--- src/rtl/rtlr_pkg.sv ---
// shared types, constants and per-channel ramp functions for the rgb timed level ramp
// no dependencies; used by every module of the block
`default_nettype none

package rtlr_pkg;

  // field widths
  localparam int unsigned LVL_W     = 8;
  localparam int unsigned RT_W      = 15;
  localparam int unsigned TICK_W    = 16;
  localparam int unsigned DIV_CNT_W = $clog2(RT_W);

  // default number of built colour channels
  localparam int unsigned CHANNELS_DEF = 3;

  // item kinds
  typedef enum logic [1:0] {
    KIND_TICK  = 2'd0,
    KIND_START = 2'd1,
    KIND_SET   = 2'd2,
    KIND_CLEAR = 2'd3
  } kind_e;

  // input beat
  typedef struct packed {
    kind_e             kind;
    logic [1:0]        channel;
    logic [LVL_W-1:0]  target;
    logic [LVL_W-1:0]  step_size;
    logic [RT_W-1:0]   fade_ms;
  } in_t;

  // output beat
  typedef struct packed {
    logic [LVL_W-1:0] red_level;
    logic [LVL_W-1:0] green_level;
    logic [LVL_W-1:0] blue_level;
    logic             red_done;
    logic             green_done;
    logic             blue_done;
  } out_t;

  // controller states
  typedef enum logic [1:0] {
    S_IDLE,
    S_DIV,
    S_APPLY,
    S_PUSH
  } state_e;

  // controller to datapath
  typedef struct packed {
    logic capture;
    logic div_start;
    logic apply;
    logic push;
  } cmd_t;

  // datapath to controller
  typedef struct packed {
    logic start_ok;
    logic div_done;
    logic out_free;
  } sts_t;

  // result of one channel evaluation
  typedef struct packed {
    logic [LVL_W-1:0]  level;
    logic [TICK_W-1:0] ticks;
  } eval_t;

  // one step toward the target, clamped at the target and at zero
  function automatic logic [LVL_W-1:0] next_level(
    input logic [LVL_W-1:0] cur,
    input logic [LVL_W-1:0] from,
    input logic [LVL_W-1:0] to,
    input logic [LVL_W-1:0] inc
  );
    logic [LVL_W:0]   sum;
    logic [LVL_W-1:0] dif;
    logic [LVL_W-1:0] res;
    sum = {1'b0, cur} + {1'b0, inc};
    dif = cur - inc;
    if (to >= from) begin
      res = (sum <= {1'b0, to}) ? sum[LVL_W-1:0] : to;
    end else if ((inc >= cur) || (dif < to)) begin
      res = to;
    end else begin
      res = dif;
    end
    return res;
  endfunction

  // ramp evaluation of one channel
  function automatic eval_t eval_chan(
    input logic [LVL_W-1:0]  lvl,
    input logic [LVL_W-1:0]  from,
    input logic [LVL_W-1:0]  to,
    input logic [LVL_W-1:0]  inc,
    input logic [RT_W-1:0]   intv,
    input logic [TICK_W-1:0] ticks,
    input logic              inst
  );
    eval_t r;
    r.level = lvl;
    r.ticks = ticks;
    if (inst) begin
      r.level = to;
    end else if ((lvl != to) && (ticks >= {{(TICK_W-RT_W){1'b0}}, intv})) begin
      r.ticks = '0;
      r.level = next_level(lvl, from, to, inc);
    end
    return r;
  endfunction

endpackage

`default_nettype wire

--- src/rtl/rtlr_div.sv ---
// restoring divider, one quotient bit per cycle, for the ramp step interval
// depends on rtlr_pkg
`default_nettype none

module rtlr_div
  import rtlr_pkg::*;
(
  input  wire logic             clk_i,
  input  wire logic             rst_ni,
  input  wire logic             start_i,
  input  wire logic [RT_W-1:0]  dividend_i,
  input  wire logic [LVL_W-1:0] divisor_i,
  output logic                  busy_o,
  output logic [RT_W-1:0]       quotient_o
);

  localparam logic [DIV_CNT_W-1:0] LAST = DIV_CNT_W'(RT_W - 1);

  logic                 busy_q, busy_d;
  logic [DIV_CNT_W-1:0] cnt_q, cnt_d;
  logic [LVL_W-1:0]     rem_q, rem_d;
  logic [LVL_W-1:0]     dsr_q, dsr_d;
  logic [RT_W-1:0]      quo_q, quo_d;
  logic [LVL_W:0]       shifted;
  logic                 fits;

  // one restoring step
  always_comb begin
    shifted = {rem_q, quo_q[RT_W-1]};
    fits    = shifted >= {1'b0, dsr_q};
    busy_d  = busy_q;
    cnt_d   = cnt_q;
    rem_d   = rem_q;
    dsr_d   = dsr_q;
    quo_d   = quo_q;
    if (start_i) begin
      busy_d = 1'b1;
      cnt_d  = '0;
      rem_d  = '0;
      dsr_d  = divisor_i;
      quo_d  = dividend_i;
    end else if (busy_q) begin
      rem_d = fits ? LVL_W'(shifted - {1'b0, dsr_q}) : shifted[LVL_W-1:0];
      quo_d = {quo_q[RT_W-2:0], fits};
      cnt_d = cnt_q + DIV_CNT_W'(1);
      if (cnt_q == LAST) begin
        busy_d = 1'b0;
      end
    end
  end

  // control registers
  always_ff @(posedge clk_i or negedge rst_ni) begin
    if (!rst_ni) begin
      busy_q <= 1'b0;
      cnt_q  <= '0;
    end else begin
      busy_q <= busy_d;
      cnt_q  <= cnt_d;
    end
  end

  // working registers
  always_ff @(posedge clk_i) begin
    rem_q <= rem_d;
    dsr_q <= dsr_d;
    quo_q <= quo_d;
  end

  assign busy_o     = busy_q;
  assign quotient_o = quo_q;

endmodule

`default_nettype wire

--- src/rtl/rtlr_dp.sv ---
// datapath: per-channel ramp state, item latch, interval divider and output register
// depends on rtlr_pkg and rtlr_div
`default_nettype none

module rtlr_dp
  import rtlr_pkg::*;
#(
  parameter int unsigned CHANNELS = CHANNELS_DEF
) (
  input  wire logic clk_i,
  input  wire logic rst_ni,
  input  wire in_t  in_data_i,
  input  wire cmd_t cmd_i,
  output sts_t      sts_o,
  output logic      out_valid_o,
  input  wire logic out_stall_i,
  output out_t      out_data_o
);

  // channel state
  logic [LVL_W-1:0]  level_q  [CHANNELS], level_d  [CHANNELS];
  logic [LVL_W-1:0]  start_q  [CHANNELS], start_d  [CHANNELS];
  logic [LVL_W-1:0]  tgt_q    [CHANNELS], tgt_d    [CHANNELS];
  logic [LVL_W-1:0]  step_q   [CHANNELS], step_d   [CHANNELS];
  logic [RT_W-1:0]   intv_q   [CHANNELS], intv_d   [CHANNELS];
  logic [TICK_W-1:0] ticks_q  [CHANNELS], ticks_d  [CHANNELS];
  logic              inst_q   [CHANNELS], inst_d   [CHANNELS];

  // latched item
  in_t              item_q;
  logic             ch_ok_q;
  logic [LVL_W-1:0] delta_q;

  logic             ch_ok;
  logic [LVL_W-1:0] cur_lvl;
  logic [LVL_W-1:0] delta;
  logic             div_busy;
  logic [RT_W-1:0]  quotient;

  logic             out_valid_q, out_valid_d;
  out_t             out_q;
  out_t             out_d;
  logic             out_free;

  // addressed channel and distance to the new target
  always_comb begin
    ch_ok   = int'(in_data_i.channel) < CHANNELS;
    cur_lvl = '0;
    for (int c = 0; c < CHANNELS; c++) begin
      if (int'(in_data_i.channel) == c) begin
        cur_lvl = level_q[c];
      end
    end
    delta = (in_data_i.target >= cur_lvl) ? (in_data_i.target - cur_lvl)
                                          : (cur_lvl - in_data_i.target);
  end

  always_ff @(posedge clk_i) begin
    if (cmd_i.capture) begin
      item_q  <= in_data_i;
      ch_ok_q <= ch_ok;
      delta_q <= delta;
    end
  end

  rtlr_div u_div (
    .clk_i      (clk_i),
    .rst_ni     (rst_ni),
    .start_i    (cmd_i.div_start),
    .dividend_i (in_data_i.fade_ms),
    .divisor_i  (delta),
    .busy_o     (div_busy),
    .quotient_o (quotient)
  );

  // apply the latched item: ticks and clears to every channel, starts and sets to the addressed one
  always_comb begin
    logic [TICK_W-1:0] inc;
    eval_t             ev;
    logic              sel;
    for (int c = 0; c < CHANNELS; c++) begin
      level_d[c] = level_q[c];
      start_d[c] = start_q[c];
      tgt_d[c]   = tgt_q[c];
      step_d[c]  = step_q[c];
      intv_d[c]  = intv_q[c];
      ticks_d[c] = ticks_q[c];
      inst_d[c]  = inst_q[c];
      ev         = '0;
      inc        = (ticks_q[c] == '1) ? ticks_q[c] : ticks_q[c] + TICK_W'(1);
      sel        = ch_ok_q && (int'(item_q.channel) == c);
      if (cmd_i.apply) begin
        unique case (item_q.kind)
          KIND_TICK: begin
            ev = eval_chan(level_q[c], start_q[c], tgt_q[c], step_q[c], intv_q[c],
                           inc, inst_q[c]);
            level_d[c] = ev.level;
            ticks_d[c] = ev.ticks;
          end
          KIND_START: begin
            if (sel) begin
              start_d[c] = level_q[c];
              tgt_d[c]   = item_q.target;
              step_d[c]  = item_q.step_size;
              intv_d[c]  = (delta_q == '0) ? '0 : quotient;
              inst_d[c]  = item_q.fade_ms == '0;
              ev = eval_chan(level_q[c], level_q[c], item_q.target, item_q.step_size,
                             intv_d[c], ticks_q[c], inst_d[c]);
              level_d[c] = ev.level;
              ticks_d[c] = ev.ticks;
            end
          end
          KIND_SET: begin
            if (sel) begin
              level_d[c] = item_q.target;
              start_d[c] = item_q.target;
              tgt_d[c]   = item_q.target;
              inst_d[c]  = 1'b0;
            end
          end
          KIND_CLEAR: begin
            level_d[c] = '0;
            start_d[c] = '0;
            tgt_d[c]   = '0;
            inst_d[c]  = 1'b0;
          end
          default: begin
          end
        endcase
      end
    end
  end

  always_ff @(posedge clk_i or negedge rst_ni) begin
    if (!rst_ni) begin
      for (int c = 0; c < CHANNELS; c++) begin
        level_q[c] <= '0;
        start_q[c] <= '0;
        tgt_q[c]   <= '0;
        step_q[c]  <= LVL_W'(1);
        intv_q[c]  <= '0;
        ticks_q[c] <= '0;
        inst_q[c]  <= 1'b0;
      end
    end else begin
      for (int c = 0; c < CHANNELS; c++) begin
        level_q[c] <= level_d[c];
        start_q[c] <= start_d[c];
        tgt_q[c]   <= tgt_d[c];
        step_q[c]  <= step_d[c];
        intv_q[c]  <= intv_d[c];
        ticks_q[c] <= ticks_d[c];
        inst_q[c]  <= inst_d[c];
      end
    end
  end

  // three-colour view, unbuilt channels read as level 0 and done
  logic [LVL_W-1:0] view_lvl  [3];
  logic             view_done [3];

  for (genvar j = 0; j < 3; j++) begin : g_view
    if (j < CHANNELS) begin : g_built
      assign view_lvl[j]  = level_q[j];
      assign view_done[j] = level_q[j] == tgt_q[j];
    end else begin : g_absent
      assign view_lvl[j]  = '0;
      assign view_done[j] = 1'b1;
    end
  end

  // output register
  assign out_free = !out_valid_q || !out_stall_i;

  always_comb begin
    out_d             = out_q;
    out_d.red_level   = view_lvl[0];
    out_d.green_level = view_lvl[1];
    out_d.blue_level  = view_lvl[2];
    out_d.red_done    = view_done[0];
    out_d.green_done  = view_done[1];
    out_d.blue_done   = view_done[2];
    out_valid_d = out_valid_q;
    if (cmd_i.push) begin
      out_valid_d = 1'b1;
    end else if (!out_stall_i) begin
      out_valid_d = 1'b0;
    end
  end

  always_ff @(posedge clk_i or negedge rst_ni) begin
    if (!rst_ni) begin
      out_valid_q <= 1'b0;
    end else begin
      out_valid_q <= out_valid_d;
    end
  end

  always_ff @(posedge clk_i) begin
    if (cmd_i.push) begin
      out_q <= out_d;
    end
  end

  assign out_valid_o    = out_valid_q;
  assign out_data_o     = out_q;
  assign sts_o.start_ok = (in_data_i.kind == KIND_START) && ch_ok;
  assign sts_o.div_done = !div_busy;
  assign sts_o.out_free = out_free;

endmodule

`default_nettype wire

--- src/rtl/rtlr_ctrl.sv ---
// controller: sequences capture, interval division, state update and result push
// depends on rtlr_pkg
`default_nettype none

module rtlr_ctrl
  import rtlr_pkg::*;
(
  input  wire logic clk_i,
  input  wire logic rst_ni,
  input  wire logic in_valid_i,
  output logic      in_stall_o,
  input  wire sts_t sts_i,
  output cmd_t      cmd_o
);

  state_e state_q, state_d;

  // state register
  always_ff @(posedge clk_i or negedge rst_ni) begin
    if (!rst_ni) begin
      state_q <= S_IDLE;
    end else begin
      state_q <= state_d;
    end
  end

  // next state and commands
  always_comb begin
    state_d    = state_q;
    cmd_o      = '0;
    in_stall_o = 1'b1;
    unique case (state_q)
      S_IDLE: begin
        in_stall_o = 1'b0;
        if (in_valid_i) begin
          cmd_o.capture = 1'b1;
          if (sts_i.start_ok) begin
            cmd_o.div_start = 1'b1;
            state_d         = S_DIV;
          end else begin
            state_d = S_APPLY;
          end
        end
      end
      S_DIV: begin
        if (sts_i.div_done) begin
          state_d = S_APPLY;
        end
      end
      S_APPLY: begin
        cmd_o.apply = 1'b1;
        state_d     = S_PUSH;
      end
      S_PUSH: begin
        if (sts_i.out_free) begin
          cmd_o.push = 1'b1;
          state_d    = S_IDLE;
        end
      end
      default: begin
        state_d = S_IDLE;
      end
    endcase
  end

  // a division only starts together with an accepted beat
  a_div_on_accept: assert property (@(posedge clk_i) disable iff (!rst_ni)
    cmd_o.div_start |-> (in_valid_i && !in_stall_o && cmd_o.capture))
    else $error("divider started without an accepted beat");

  // a finished division leads straight to the update
  a_div_to_apply: assert property (@(posedge clk_i) disable iff (!rst_ni)
    (state_q == S_DIV && sts_i.div_done) |=> (state_q == S_APPLY))
    else $error("finished division not followed by update");

  // the update is always followed by a push attempt and no new beat meanwhile
  a_apply_then_push: assert property (@(posedge clk_i) disable iff (!rst_ni)
    cmd_o.apply |=> (state_q == S_PUSH && in_stall_o))
    else $error("update not followed by push");

endmodule

`default_nettype wire

--- src/rtl/rgb_timed_level_ramp.sv ---
// rgb timed level ramp: three colour levels driven by timed linear ramps
// depends on rtlr_pkg, rtlr_ctrl and rtlr_dp
//
// usage
//   input channel (in_valid_i / in_stall_o / in_data_i): one beat per item; a tick
//   beat stands for one millisecond, a start beat loads a ramp on one channel,
//   a set beat writes a level, a clear beat zeroes all levels.
//   output channel (out_valid_o / out_stall_i / out_data_o): one beat per item with
//   all three levels and a done flag per colour, taken after the item's update.
//   sequencing: tick, set and clear items pass from accept through the update to the
//   output register; a start item first waits for the serial divider that computes
//   the step interval, and the next item is taken once the current result is pushed.
//   one item is in work at a time; the output register holds one finished beat, so
//   the next item is taken while the last result waits.
//   a stalled receiver holds the result; a new result then waits in the controller
//   and the input stays stalled until the output register frees.
//   reset: all levels, targets and counters clear, step sizes read 1, no output beat
//   is pending; no clearing pass is needed.
`default_nettype none

module rgb_timed_level_ramp
  import rtlr_pkg::*;
#(
  parameter int unsigned CHANNELS = CHANNELS_DEF
) (
  input  wire logic clk_i,
  input  wire logic rst_ni,
  input  wire logic in_valid_i,
  output logic      in_stall_o,
  input  wire in_t  in_data_i,
  output logic      out_valid_o,
  input  wire logic out_stall_i,
  output out_t      out_data_o
);

  cmd_t cmd;
  sts_t sts;

  // sequencing
  rtlr_ctrl u_ctrl (
    .clk_i      (clk_i),
    .rst_ni     (rst_ni),
    .in_valid_i (in_valid_i),
    .in_stall_o (in_stall_o),
    .sts_i      (sts),
    .cmd_o      (cmd)
  );

  // ramp state and result register
  rtlr_dp #(
    .CHANNELS (CHANNELS)
  ) u_dp (
    .clk_i       (clk_i),
    .rst_ni      (rst_ni),
    .in_data_i   (in_data_i),
    .cmd_i       (cmd),
    .sts_o       (sts),
    .out_valid_o (out_valid_o),
    .out_stall_i (out_stall_i),
    .out_data_o  (out_data_o)
  );

endmodule

`default_nettype wire

--- config.mk ---
export PLATFORM = sky130hd
export DESIGN_NAME = rgb_timed_level_ramp
export DESIGN_NICKNAME = d
export VERILOG_FILES = /design/src/rtl/rtlr_pkg.sv /design/src/rtl/rtlr_div.sv /design/src/rtl/rtlr_dp.sv /design/src/rtl/rtlr_ctrl.sv /design/src/rtl/rgb_timed_level_ramp.sv
export SDC_FILE = /design/constraint.sdc
export NUM_CORES = 1
export LEC_CHECK = 0
export BUFFER_PORTS_ARGS = -buffer_cell sky130_fd_sc_hd__buf_4
export CAP_MARGIN = 20
export CORE_MARGIN = 2
export CORE_UTILIZATION = 53
export CTS_CLUSTER_DIAMETER = 80
export DETAILED_ROUTE_END_ITERATION = 7
export PLACE_DENSITY = 0.72
export SETUP_SLACK_MARGIN = 0.02
export SKIP_CTS_REPAIR_TIMING = 1
export SYNTH_ARGS = -nofsm -noshare
export SYNTH_HDL_FRONTEND = slang
export SYNTH_SLANG_ARGS = --single-unit
export TNS_END_PERCENT = 50
--- constraint.sdc ---
create_clock -name clk_i -period 4.46 [get_ports clk_i]
set_input_delay 0.446 -clock clk_i [delete_from_list [all_inputs] [get_ports clk_i]]
set_output_delay 0.446 -clock clk_i [all_outputs]
set_load 0.01 [all_outputs]
==> reports/qor.yml, run 1 <==
outcome:
  status: "completed"
critical_path:
  crit_buf_inv: 1
  cp_data_arrival_time_ns: 4.76
  worstSetupPathType: "reg2reg"
  cp_max_fo: 6
  cp-start-kind: "register"
  cp-end-kind: "register"
  worstRegToRegCells: 18
  path_common_cell: "nor2_1"
  slowest_stage: "dfrtp_1"
  crit_required_ns: 4.92
  worstPathCellList: "ha_1 -> nor2_1 -> a21oi_2 -> o41ai_2 -> buf_4 -> nor4_1 -> nor2_1 -> xnor2_1 -> ha_1 -> or4_1 -> nor2_1 -> o221ai_1 -> a221o_1 -> or3_4 -> nand2_4 -> nor2_2 -> o311a_1 -> o41ai_2"
  crit_cells: 18
  cp_top_family: "simple AND/OR/NAND/NOR gates"
  max_stage_delay_ns: 0.51
timing:
  max_freq_ghz: 0.233
  setup_viol: 0
  relSlewSlack: 0.267
  tightestPinTransition_ns: 1.10
  hold_violations: 0
  skew_ns: 0.0230
  period_needed_ns: 4.30
  period_share: 0.963
  maxSlewViolCount: 0
  finalSetupTns_ns: 0
  grt_setup_unrepaired: "yes"
  setup_slack_ns: 0.164
pwr:
  switching_share: 0.477
  powerDensity_nw_per_um2: 801
  finalPower_mw: 22.6
  seq_power_share: 0.215
  p_clk_frac: 0.140
  ir_drop_mv: 0.531
  power.switching_mw: 10.8
  p_comb_frac: 0.645
  leakage_nw: 13.1
  p_int_mw: 11.8
floorplan:
  start_util: 0.540
  ios: 68
  die_area_sq_um: 48100
  core_region_area_sq_um: 45600
  num_rows: 78
  die_w_um: 219
  die_y_um: 219
finish:
  fillers: 3922
  fin_nets: 3361
  regArea_sq_um: 7990
  antenna-diode-count: 0
  design_area_sq_um: 28200
  syn2layout_area_growth_pct: 14.5
  multi_input_area_sq_um: 15400
  drive_gt1_frac: 0.127
global_routing:
  track_usage: 0.349
  grt_pass1_wl_um: 127000
  grt_overflow: 0
  first_global_vias: 21919
  antenna_found_initial: 3
  grt_max_degree: 91
clocking:
  clock_latency_ns: 0.58
  cts_made_buffers: 37
  cts_root_buf: "clkbuf_16"
  cts_tree: "yes"
  cts.sinks: 302
  clk_pin_slew_ns: 0.06
  cts.path.max_buffers: 3
  htreeDepth: 2
route:
  routed_wl_um: 83100
  detail-route-antenna-nets: 0
  routed_via_density: 6.16
  dr_total_vias: 21995
  routedWlPerCell_um: 23.3
  drt_first_pass_iters: 6
  drc_errors: 0
  drtIter0Drc: 2008
placement:
  placed_cell_area_sq_um: 26700
  place_hpwl_um: 63400
  io_buffers: 67
  gp_congestion: 1.03
  dp_slack_ns: 0.0654
logic_synthesis:
  synth_edf_count: 94
  ys_ff_latch: 302
  synth_area_sq_um: 24600
  synth_cell_types: 93
  yosysSeqAreaShare: 0.325
  synth_mux_area_frac: 0.0197
  avgSynthCellArea_sq_um: 8.88
  synth_fp_nets: 3185
  synthAdderAreaFrac: 0.196
  synth_top_family_by_area: "compound AO/OA/AOI/OAI gates"
  yosys_most_used_dff: "dfrtp_1"
  synth-xor-area-share: 0.0467
  synth-simple-area-share: 0.149
  async_reset_ff_frac: 0.662
  postSynthCellCount: 2769
  yosysWarnings: 0
  synth_compound_area_frac: 0.207
hold_path:
  hold_depth: 1
  hp-class: "in2reg"
job:
  drv_cap: 0
-- logic make-up after synthesis --
logic type / after synthesis
compound gates: 783
simple gates: 772
fa+ha+maj: 377
buf+inv: 358
flops: 302
xor+xnor: 131
mux: 46
-- cells in the mapped netlist, drive strengths merged (11+ instances only) --
master / number / area, sq um
nand2b: 43 / 269
edfxtp: 94 / 2820
xnor2: 86 / 753
o21ai: 239 / 1200
and4: 11 / 96.3
and2: 13 / 81.3
a211oi: 32 / 240
mux2i: 26 / 260
buf: 13 / 82.6
o41ai: 15 / 139
xor2: 45 / 394
ha: 362 / 4530
a221oi: 21 / 184
nand2: 267 / 1010
nand3: 36 / 185
and3: 17 / 106
o211ai: 14 / 105
fa: 15 / 300
nor4: 16 / 113
a21oi: 171 / 856
nor2b: 32 / 200
nand4: 54 / 338
inv: 264 / 991
a21o: 56 / 420
nor2: 201 / 759
o31ai: 29 / 223
clkbuf: 81 / 324
a22o: 31 / 272
o21bai: 19 / 143
nor3: 45 / 230
dfrtp: 197 / 4930
a31oi: 15 / 93.8
mux2: 20 / 225
o21a: 28 / 210
-- metal layers --
| layer | track usage | wire length (um) | vias to the layer above |
|---|---|---|---|
| met2 | 0.575 | 38500 | 886 |
| met3 | 0.0650 | 6050 | 295 |
| met1 | 0.422 | 32900 | 10504 |
| met5 | 0 | 32 | - |
| met4 | 0.218 | 5730 | 6 |
| li1 | - | - | 10304 |
-- final timing paths --
kind                             startpoint               end  slack [ns]
min in group asynchronous            rst_ni  u_dp.ticks_q[28]        0.47
min                           in_data_i[20]   u_dp.item_q[20]        0.05
max in group asynchronous            rst_ni   u_dp.step_q[20]        2.93
max                        u_dp.level_q[19]  u_dp.level_q[17]        0.16
max reg2reg                u_dp.level_q[19]  u_dp.level_q[17]        0.16
min reg2reg                 u_dp.intv_q[41]   u_dp.intv_q[41]        0.48
-- worst register-to-register path: stages (launching register included) --
cell,delay [ns]
dfrtp_1,0.51
ha_1,0.42
nor2_1,0.08
a21oi_2,0.15
o41ai_2,0.08
buf_4,0.14
nor4_1,0.23
nor2_1,0.11
xnor2_1,0.16
ha_1,0.21
or4_1,0.39
nor2_1,0.09
o221ai_1,0.12
a221o_1,0.40
or3_4,0.39
nand2_4,0.09
nor2_2,0.04
o311a_1,0.30
o41ai_2,0.30
-- power by group through the flow --
| stage | Combinational [mW] | Sequential [mW] | Clock (mW) |
|---|---|---|---|
| after CTS | 14.0 | 4.82 | 3.19 |
| final | 14.5 | 4.85 | 3.16 |
| after detailed placement | 13.9 | 4.86 | 0 |
| after global placement | 13.6 | 4.83 | 0 |
| after floorplan | 9.61 | 4.62 | 0 |
| after global routing | 16.1 | 4.94 | 3.31 |
-- through the flow --
step | std cells | hold WS, ns | util
floorplan | 2769 | 0.150 | -
global placement | 3497 | 0.462 | 0.585
detailed placement | 3497 | 0.471 | 0.585
CTS | 3564 | -0.0183 | 0.612
global route | 3573 | 0.0427 | 0.618
finish | 3573 | 0.0451 | 0.618
-- final cells by class --
class                   count  share of cell area
clock inverters            20             0.00951
flip-flops and latches    302               0.284
multi-input cells        2109               0.547
repair buffers            231              0.0629
well taps                 600              0.0267
inverters                 264              0.0352
clock buffers              47              0.0349
-- registers in the layout, indices dropped and copies added (netlist names), 2 cells and up --
name,flops
u_dp.ticks_q,48
u_dp.inst_q,3
u_dp.delta_q,8
u_dp.start_q,24
u_dp.step_q,24
u_dp.out_data_o,27
u_dp.tgt_q,24
u_dp.u_div.cnt_q,4
u_dp.u_div.rem_q,8
u_dp.level_q,24
u_dp.u_div.quotient_o,15
u_ctrl.state_q,2
u_dp.item_q,35
u_dp.intv_q,45
u_dp.u_div.dsr_q,8
-- placed cells by master, fill, tap and decap left out, drive strengths merged, types with 10 or more instances in the layout --
| master | count |
|---|---|
| o31ai | 29 |
| a22o | 31 |
| nor2b | 32 |
| mux2 | 20 |
| and3 | 17 |
| and4 | 11 |
| nand2 | 267 |
| fa | 15 |
| o221ai | 10 |
| nor3 | 45 |
| buf | 229 |
| o41ai | 15 |
| xor2 | 45 |
| a221oi | 21 |
| o21a | 28 |
| o211ai | 14 |
| clkbuf | 48 |
| a21o | 56 |
| o21bai | 19 |
| edfxtp | 94 |
| nand3 | 36 |
| inv | 269 |
| a21oi | 171 |
| nand2b | 43 |
| nor2 | 201 |
| mux2i | 26 |
| o21ai | 239 |
| and2 | 13 |
| dfrtp | 197 |
| nor4 | 16 |
| ha | 362 |
| xnor2 | 86 |
| a211oi | 32 |
| nand4 | 54 |
| a31oi | 15 |
No activity file was read; power rests on OpenSTA's default activity.
==> inputs of run 2 (changes only) <==
--- a/config.mk
+++ b/config.mk
@@ -7,6 +7,7 @@
 export LEC_CHECK = 0
 export BUFFER_PORTS_ARGS = -buffer_cell sky130_fd_sc_hd__buf_4
 export CAP_MARGIN = 20
+export CORE_ASPECT_RATIO = 0.5
 export CORE_MARGIN = 2
 export CORE_UTILIZATION = 53
 export CTS_CLUSTER_DIAMETER = 80
@@ -16,5 +17,6 @@
 export SKIP_CTS_REPAIR_TIMING = 1
 export SYNTH_ARGS = -nofsm -noshare
 export SYNTH_HDL_FRONTEND = slang
+export SYNTH_HIERARCHICAL = 1
 export SYNTH_SLANG_ARGS = --single-unit
 export TNS_END_PERCENT = 50
==> reports/qor.yml, run 2 <==
floorplan:
  die_w_um: 311  # +42%
  start_util: 0.534  # -0.00543
  die_area_sq_um: 48900  # +1.6%
  num_rows: 56  # -28%
  die_y_um: 157  # -28%
  core_region_area_sq_um: 46700  # +2.4%
  ios: 68  # unchanged
logic_synthesis:
  ys_ff_latch: 302  # unchanged
  synth_fp_nets: 3251  # +2.1%
  synth_area_sq_um: 24900  # +1.4%
  yosys_most_used_dff: "dfrtp_1"
  postSynthCellCount: 2836  # +2.4%
  synth_top_family_by_area: "compound AO/OA/AOI/OAI gates"
  synth-xor-area-share: 0.0457  # -0.000977
  synth.cells.most_frequent: "ha_1 (361), nand2_1 (285), inv_1 (263), o21ai_0 (220), nor2_1 (202)"
  synth_edf_count: 94  # unchanged
  yosysSeqAreaShare: 0.321  # -0.00436
  synth_area_leaders: "dfrtp_1 (20%), ha_1 (18%), edfxtp_1 (11%), o21ai_0 (4.4%), nand2_1 (4.3%)"
  synth_mux_area_frac: 0.0185  # -0.00122
  synth_cell_types: 96  # +3.2%
  async_reset_ff_frac: 0.662  # unchanged
  synth-simple-area-share: 0.159  # +0.0108
  synth_compound_area_frac: 0.206  # -0.000662
  synthAdderAreaFrac: 0.193  # -0.00313
  yosys.area.top_type: "dfrtp_1"
  yosysWarnings: 6  # +6
  synth_top_area_frac: 0.198  # -0.00269
  synth.most_common_cell: "ha_1"
  avgSynthCellArea_sq_um: 8.79  # -1.0%
route:
  drt_first_pass_iters: 6  # unchanged
  dr_total_vias: 22943  # +4.3%
  routed_via_density: 6.23  # +1.2%
  detail-route-antenna-nets: 0  # unchanged
  routedWlPerCell_um: 22.9  # -1.4%
  drc_errors: 0  # unchanged
  drtIter0Drc: 2238  # +11%
  routed_wl_um: 84500  # +1.7%
finish:
  antenna-diode-count: 0  # unchanged
  fin_nets: 3435  # +2.2%
  reg_top3: "u_dp/ticks_q x48, u_dp/intv_q x45, u_dp/item_q x35"
  final_cell_mix: "ha_1 (357), nand2_1 (285), inv_1 (261)"
  drive_gt1_frac: 0.139  # +0.0121
  final_core_util: 0.614  # -0.00350
  syn2layout_area_growth_pct: 15.1
  final_common_cell: "ha_1"
  fillers: 4108  # +4.7%
  top_register: "u_dp/ticks_q"
  largest_reg_flops: 48  # unchanged
timing:
  holdWs_ns: -0.0197  # -0.0647 ns
  period_needed_ns: 4.36  # +0.0662 ns
  skew_ns: 0.0216  # -0.00138 ns
  finalSetupTns_ns: 0  # unchanged
  relSlewSlack: 0.351  # +0.0848
  max_freq_ghz: 0.229  # -1.5%
  tightestPinTransition_ns: 0.973  # -0.123 ns
  period_share: 0.978  # +0.0149
  grt_setup_unrepaired: "yes"
  setup_viol: 0  # unchanged
  hold_violations: 7  # +7
  maxSlewViolCount: 0  # unchanged
critical_path:
  worstSetupPathType: "reg2reg"
  startpoint: "u_dp/item_q[18]"
  crit_required_ns: 4.89  # -0.03 ns
  max_stage_delay_ns: 0.54  # +0.03 ns
  cp-start-kind: "register"
  regToRegStartpoint: "u_dp/item_q[18]"
  cp_top_family: "compound AO/OA/AOI/OAI gates"
  cp_data_arrival_time_ns: 4.79  # +0.03 ns
  cp_max_fo: 9  # +3
  slowest_stage: "edfxtp_1"
  path_common_cell: "or3_1"
  cp-end-kind: "register"
  worstPathCellList: "clkinvlp_4 -> buf_12 -> ha_4 -> or3_1 -> o221ai_2 -> nor4_1 -> a211oi_1 -> xnor2_1 -> ha_1 -> nand2_1 -> or3_1 -> a21oi_2 -> o32ai_4 -> nor3_2 -> buf_4 -> a221oi_1 -> o21ai_1 -> a221oi_2 -> a21o_1"
  crit_buf_inv: 3  # +2
pwr:
  ir_drop_mv: 0.416  # -22%
  powerDensity_nw_per_um2: 784  # -2.1%
  finalPower_mw: 22.5  # -0.32%
  leakage_nw: 13.1  # +0.36%
clocking:
  cts_made_buffers: 34  # -8.1%
  cts_root_buf: "clkbuf_16"
  clk_pin_slew_ns: 0.06  # about the same
  cts_tree: "yes"
  clock_latency_ns: 0.55  # -0.03 ns
  cts.path.max_buffers: 3  # unchanged
  htreeDepth: 2  # unchanged
  cts.sinks: 302  # unchanged
global_routing:
  track_usage: 0.341  # -0.00845
  grt_overflow: 0  # unchanged
  first_global_vias: 21609  # -1.4%
  grt_max_degree: 102  # +12%
  grt_pass1_wl_um: 128000  # +1.2%
  antenna_found_initial: 2  # -1
outcome:
  status: "finished with violations"
  violations: "negative hold slack"
placement:
  place_hpwl_um: 64800  # +2.1%
  gp_congestion: 1.04  # +1.7%
  io_buffers: 67  # unchanged
hold_path:
  hp-class: "in2async"
job:
  drv_cap: 0  # unchanged
-- run 2: changes by cell type after synthesis, sizes merged, moves of 7 or more --
cell,delta
nand3,+28
a21o,-30
o21ai,-13
mux2i,-8
buf,+11
a31oi,+13
a21oi,+15
a22o,-11
nand2,+18
a22oi,+15
a221oi,-7
o21a,+8
nor3,+8
-- run 2: stage by stage --
| stage | hold WS (ns) | area (sq um) | worst slack [ns] | std cells |
|---|---|---|---|---|
| after floorplan | 0.150 | 24900 | 0.227 | 2836 |
| after global placement | 0.462 | 27100 | 0.0276 | 3611 |
| after detailed placement | 0.472 | 27100 | -0.0998 | 3611 |
| after CTS | 0.0179 | 28300 | -0.183 | 3673 |
| after global routing | 0.0434 | 28700 | -0.0369 | 3684 |
| final | -0.0197 | 28700 | 0.0979 | 3684 |
-- run 2: cell families after synthesis --
kind of cell	after synthesis
buf+inv	364
mux	43
simple gates	833
flops	302
xor+xnor	130
compound gates	788
fa+ha+maj	376
-- run 2: worst paths after layout --
path                            slack, ns             endpoint  cells past startpoint
min in group clk_i                   0.07      u_dp/item_q[18]                      1
max in group asynchronous            3.47      u_dp/ticks_q[5]                      2
worst max register to register        0.1      u_dp/level_q[1]                     19
worst min register to register       0.48      u_dp/intv_q[27]                      2
worst min-delay path                -0.02  u_dp/u_div/cnt_q[2]                      1
worst max-delay path                  0.1      u_dp/level_q[1]                     19
-- run 2: layout make-up --
type,instances,area [sq um],area share
flip-flops and latches,302,8000,0.279
well taps,638,798,0.0278
clock buffers,42,942,0.0329
repair buffers,249,1900,0.0664
inverters,263,991,0.0346
clock inverters,20,240,0.00838
multi-input cells,2170,15800,0.551
-- run 2: where the power goes --
group          switching (mW)  total (mW)  internal (mW)  leakage (nW)
clock network            1.27        3.03           1.76         0.579
registers               0.972        4.90           3.93          3.52
logic                    8.74        14.5           5.81          9.01
-- run 2: worst reg2reg max path, cell delays in order (launching register included) --
cell        delay [ns]
edfxtp_1          0.54
clkinvlp_4        0.24
buf_12            0.18
ha_4              0.25
or3_1             0.37
o221ai_2          0.21
nor4_1            0.08
a211oi_1          0.24
xnor2_1           0.16
ha_1              0.32
nand2_1           0.06
or3_1             0.36
a21oi_2           0.19
o32ai_4           0.15
nor3_2            0.28
buf_4             0.17
a221oi_1          0.07
o21ai_1           0.12
a221oi_2          0.08
a21o_1            0.18
-- run 2: routing by layer --
metal,wire length (um),vias up,track usage
li1,-,10579,-
met1,36900,11028,0.478
met2,35700,1113,0.521
met3,8730,221,0.0729
met4,3260,2,0.119
met5,13,-,0
